$ cat src/hw/rtl/kdms_pkg.sv
// ----------------------------------------------------------------------------
// kdms_pkg
// Types, widths and helpers shared by the k-d median split cells and top level.
// ----------------------------------------------------------------------------
`default_nettype none

package kdms_pkg;

    localparam int KEY_W  = 32;
    localparam int IDX_W  = 6;
    localparam int RANK_W = 6;

    typedef struct packed {
        logic signed [KEY_W-1:0] point_x;
        logic signed [KEY_W-1:0] point_y;
        logic                    last_point;
    } t_point_in;

    typedef struct packed {
        logic [IDX_W-1:0]        point_index;
        logic                    side;
        logic signed [KEY_W-1:0] split_coord;
        logic                    overflow;
        logic                    last_result;
    } t_split_out;

    // A key travelling down the row, with the count of stored keys not above it.
    typedef struct packed {
        logic              valid;
        logic [KEY_W-1:0]  key;
        logic [RANK_W-1:0] cnt;
    } t_token;

    // One stored point.
    typedef struct packed {
        logic              valid;
        logic [KEY_W-1:0]  key;
        logic [RANK_W-1:0] rank;
    } t_entry;

    typedef enum logic [1:0] {
        OP_INSERT = 2'd0,
        OP_MOVE   = 2'd1,
        OP_HOLD   = 2'd2
    } t_cell_op;

    function automatic logic key_less(input logic [KEY_W-1:0] a, input logic [KEY_W-1:0] b);
        return $signed(a) < $signed(b);
    endfunction

endpackage

`default_nettype wire

$ cat src/hw/rtl/kdms_cell.sv
// ----------------------------------------------------------------------------
// kdms_cell
// One cell of the point row: holds a stored point and passes keys or entries on.
// ----------------------------------------------------------------------------
`default_nettype none

module kdms_cell (
    input  logic              i_clk,
    input  logic              i_rst_n,
    input  kdms_pkg::t_cell_op i_op,
    input  kdms_pkg::t_token  i_tok,
    input  kdms_pkg::t_entry  i_next,
    output kdms_pkg::t_token  o_tok,
    output kdms_pkg::t_entry  o_entry
);
    import kdms_pkg::*;

    t_token r_tok;
    t_token n_tok;
    t_entry r_ent;
    t_entry n_ent;
    logic   w_less;

    always_comb begin
        w_less      = key_less(i_tok.key, r_ent.key);
        n_tok       = i_tok;
        n_tok.valid = 1'b0;
        n_ent       = r_ent;
        unique case (i_op)
            OP_INSERT: begin
                if (i_tok.valid) begin
                    if (r_ent.valid) begin
                        n_tok.valid = 1'b1;
                        n_tok.cnt   = i_tok.cnt + RANK_W'(!w_less);
                        if (w_less) begin
                            n_ent.rank = r_ent.rank + RANK_W'(1);
                        end
                    end else begin
                        n_ent.valid = 1'b1;
                        n_ent.key   = i_tok.key;
                        n_ent.rank  = i_tok.cnt;
                    end
                end
            end
            OP_MOVE: begin
                n_ent = i_next;
            end
            OP_HOLD: begin
                n_ent = r_ent;
            end
            default: begin
                n_ent = r_ent;
            end
        endcase
    end

    always_ff @(posedge i_clk) begin
        if (!i_rst_n) begin
            r_tok.valid <= 1'b0;
            r_ent.valid <= 1'b0;
        end else begin
            r_tok <= n_tok;
            r_ent <= n_ent;
        end
    end

    assign o_tok   = r_tok;
    assign o_entry = r_ent;

endmodule

`default_nettype wire

$ cat config.mk
export PLATFORM = sky130hd
export DESIGN_NAME = kdms_cell
export DESIGN_NICKNAME = d
export VERILOG_FILES = /design/src/hw/rtl/kdms_pkg.sv /design/src/hw/rtl/kdms_cell.sv
export SDC_FILE = /design/constraint.sdc
export NUM_CORES = 1
export LEC_CHECK = 0
export ABC_AREA = 1
export BUFFER_PORTS_ARGS = -buffer_cell sky130_fd_sc_hd__buf_4
export CORE_MARGIN = 4
export CORE_UTILIZATION = 30
export CTS_BUF_LIST = sky130_fd_sc_hd__clkbuf_8
export DETAILED_ROUTE_END_ITERATION = 10
export SLEW_MARGIN = 20
export SYNTH_ARGS = -nofsm -noshare
export SYNTH_HDL_FRONTEND = slang
export SYNTH_SLANG_ARGS = --single-unit
export TNS_END_PERCENT = 50
$ cat constraint.sdc
create_clock -name i_clk -period 3.7 [get_ports i_clk]
set_clock_uncertainty 0.2 [all_clocks]
set_input_delay 0.74 -clock i_clk [delete_from_list [all_inputs] [get_ports i_clk]]
set_output_delay 0.74 -clock i_clk [all_outputs]
set_load 0.01 [all_outputs]
======== Yosys cells after proc, flatten, opt, wreduce, memory -nomap -nowiden ========
Index checks and enable logic that the tools add are counted.
word-level totals
  register bits after elaboration ......... 78
  latch bits .............................. 0
  bits in writable memories ............... 0
  bits in read-only memories .............. 0
  input port bits ......................... 82
  output and inout bits ................... 78
  logic and storage cells ................. 29
  memories kept ........................... 0
operators by class
  add/sub/neg operators ................... 2
  multiply operators ...................... 0
  divide/modulo/power cells ............... 0
  $lt $le $gt $ge ......................... 1
  equality and inequality tests ........... 4
  shifts and indexed selects .............. 0
  multiplexer cells ....................... 9
  bitwise gates (word level) .............. 0
  reduce and logical (&&, ||, !) cells .... 7
operator list
  kind                 number
  $pmux 39 s2          1
  $mux 39              1
  $lt 32x32->1         1
  $mux 32              1
  $mux 6               5
  $reduce_and 4->1     2
  $add 6x1->6          1
  $add 6x1->6 const B  1
  $ne 2x2->1 const B   2
  $ne 3x3->1 const B   1
  $reduce_and 3->1     1
  $eq 2x1->1 const B   1
  $logic_not 2->1      1
  $reduce_and 2->1     1
  $reduce_bool 2->1    1
  $logic_not 1->1      1
  $mux 1               1

======== Logic depth before layout (Yosys ltp) ========
  depth in word-level cells ............... 6
  depth in mapped cells ................... 21
  depth with buffers taken out ............ 21

======== Least setup slack after synthesis ========
OpenSTA, ideal clock, no wires.
  path kind ............................... input to register
  start point ............................. input port i_tok[11] (netlist name)
  end point ............................... register r_tok, in the netlist o_tok[1] (data pin)
  library setup time ...................... 0.262 ns
  arrival time ............................ 2.378 ns
  required time ........................... 3.238 ns
  path slack .............................. 0.860 ns
  cell stages on the path ................. 14
  path buffers ............................ 0
  cells stage by stage .................... ha_1 > a21oi_1 > nor2_1 > nor3_2 > nand2_1 > nand2_1 > nand2_1 > nand2_1 > nand3_1 > nand2_1 > inv_1 > ha_1 > ha_1 > mux2_1
RTL lines
  element               RTL line         source
  start, declared       kdms_cell.sv:11  input kdms_pkg::t_token i_tok,
  end signal, assigned  kdms_cell.sv:62  r_tok <= n_tok;
  end, declared         kdms_cell.sv:18  t_token r_tok;

==> metrics.cfg <==
[worst_hold_path]
hold_path_class=input port to flop

[detailed_routing]
drcViolationCount=0
routedWlPerCell_um=14.7
ant_nets=0
via_count=3212
wl_um=10700
dr.pass1.iters=4
drtIter0Drc=164
vias_per_cell=4.41

[logic_synthesis]
async_reset_ff_frac=0
yosysWarningCount=0
ys_types=26
ys_seq_area_frac=0.590
synthCells=386
avgSynthCellArea_um2=10.2
synth_seq_cells=78
synthesis.area_mm2=0.00394
synthesis.nets=502
synth_edf_count=76
ys.flop_type=edfxtp_1

[timing]
drv_slew=0
rsz0062_at_grt=false
max_slew_margin=0.521
setup_tns_ns=0
min_period_ns=2.87
fin_hold_ws_ns=0.360
finalCritPeriodShare=0.776
max_freq_ghz=0.348
final-hold-violation-count=0
timing.final.ws_setup_ns=0.830
final-setup-viol-count=0
worst_slew_pin_slew_ns=0.717

[pwr]
p_per_area_mw_per_mm2=370
p_leak_nw=2.67
ir_drop_uv=187

[worst_setup_path]
crit_type=input port to flop
end_kind=flop
worstSetupStartpointType=input port
worst_ep_arrival_time_ns=2.78
critPathMaxFanout=3
critPathRequiredTime_ns=3.61

[global_routing]
grt_antenna_before_repair=0
grt_overflow_total=0
grt_max_degree=44
grt_use_total=0.142
grt_pass1_wl_um=16200
grt_pass1_vias=3159

[finish]
fillers=1267
antenna_cells=0
area_growth_syn_to_layout_pct=40.1
drive_gt1_frac=0.340
layoutNonFillerInstCount=728
multi_input_area_mm2=0.00139
seq_area_mm2=0.00232
stdcell_area_mm2=0.00552
finalNetCount=667

[clock_tree]
cts_tree=yes
cts-resized-gates=0
cts-root-buf=clkbuf_8
cts_sinks=78
cts_made_buffers=9
post-cts-setup-buffers=0
cts_max_path_buffers=2
clkLatencyLatePin_ns=0.36
postCtsHoldBufs=0
htreeDepth=3
clk_pin_slew_worst_paths_ns=0.08

[placement]
place_area_mm2=0.00534
dp_slack_ns=0.415
place_congestion=0.813
dp_hpwl_um=8060
dp_cells=712
portBuffers=159

[die]
initial_core_util=0.310
ioPinCount=160
die_area_mm2=0.0150
fp.dieH_um=123
rows=41
core_area_mm2=0.0127
die_x_um=123

[run_status]
status=completed

[flow_run]
maxCapViolations=0

## report_power, final
group	switching, mW	internal (mW)
registers	0.0251	1.04
logic	0.186	0.177
clock network	0.316	0.301
total	0.528	1.51
## final cells by class
cell class | count | area share
Sequential cell | 78 | 0.421
Multi-Input combinational cell | 247 | 0.251
Inverter | 53 | 0.0361
Clock inverter | 7 | 0.0102
Timing Repair Buffer | 162 | 0.220
Tap cell | 172 | 0.0390
Clock buffer | 9 | 0.0224
## cell usage after synthesis (all sizes together), types with 2 or more instances
cell,instances,share of area
a21oi,20,0.025
buf,5,0.0064
clkbuf,3,0.0029
dfxtp,2,0.010
edfxtp,76,0.58
ha,34,0.11
inv,53,0.051
mux2,2,0.0057
nand2,138,0.13
nand3,8,0.010
nand4,3,0.0064
nor2,15,0.017
nor3,3,0.0051
o21ai,13,0.017
xor2,6,0.013
## flip-flops by register name, indices dropped and copies added, names as in the netlist
| name | count |
|---|---|
| o_entry | 39 |
| o_tok | 39 |
## worst paths after layout
kind                             startpoint         end  slack, ns  cells past startpoint
worst max-delay path              i_tok[21]    o_tok[1]       0.83                     16
worst min-delay path               i_tok[6]    o_tok[6]       0.36                      1
worst max register to register  o_entry[20]    o_tok[1]       0.93                     16
worst min register to register   o_entry[5]  o_entry[5]       0.56                      3
## critical path, stage by stage
cell     delay [ns]
buf_4          0.12
ha_1           0.29
nand2_1        0.06
inv_1          0.05
nand3_1        0.11
nor3_1         0.19
nand2_1        0.08
nand2_1        0.10
nand2_1        0.08
nand2_1        0.06
nand2_1        0.04
nand2_1        0.08
inv_1          0.05
ha_1           0.19
ha_1           0.26
mux2_1         0.28
## metal layers
layer	track usage	up-vias	routed length [um]
li1	-	1605	-
met1	0.173	1482	4580
met2	0.234	113	5110
met3	0.0456	12	825
met4	0.0546	0	166
met5	0	-	0
## layout by cell type (no fill, tap or decap), types with 3 or more instances in the layout
cell type,synthesis,final
a21oi_1,20,20
buf_4,0,162
clkbuf_8,0,9
clkinv_1,0,3
clkinv_2,0,3
edfxtp_1,76,76
ha_1,34,34
inv_1,49,49
inv_2,4,4
nand2_1,137,137
nand3_1,8,8
nor2_1,10,10
nor2_2,5,4
o21ai_0,10,10
o21ai_1,3,3
xor2_1,6,6
## cell families (layout without fill, tap and decap cells)
family,count (synthesis),in the layout,synth area share
and+or+nand+nor,168,168,0.173
DFF,78,78,0.590
buffers and inverters,61,231,0.0597
AOI/OAI and AO/OA,36,36,0.0477
adders and majority gates,34,34,0.108
xor gates and xnor gates,7,7,0.0156
muxes,2,2,0.00572
## through the flow
stage | utilization | total power, mW
detailed placement | 0.420 | 1.45
floorplan | - | 1.24
CTS | 0.434 | 2.08
finish | 0.434 | 2.04
global placement | 0.420 | 1.45
global route | 0.434 | 2.15
Power figures use the tool's default switching activity.
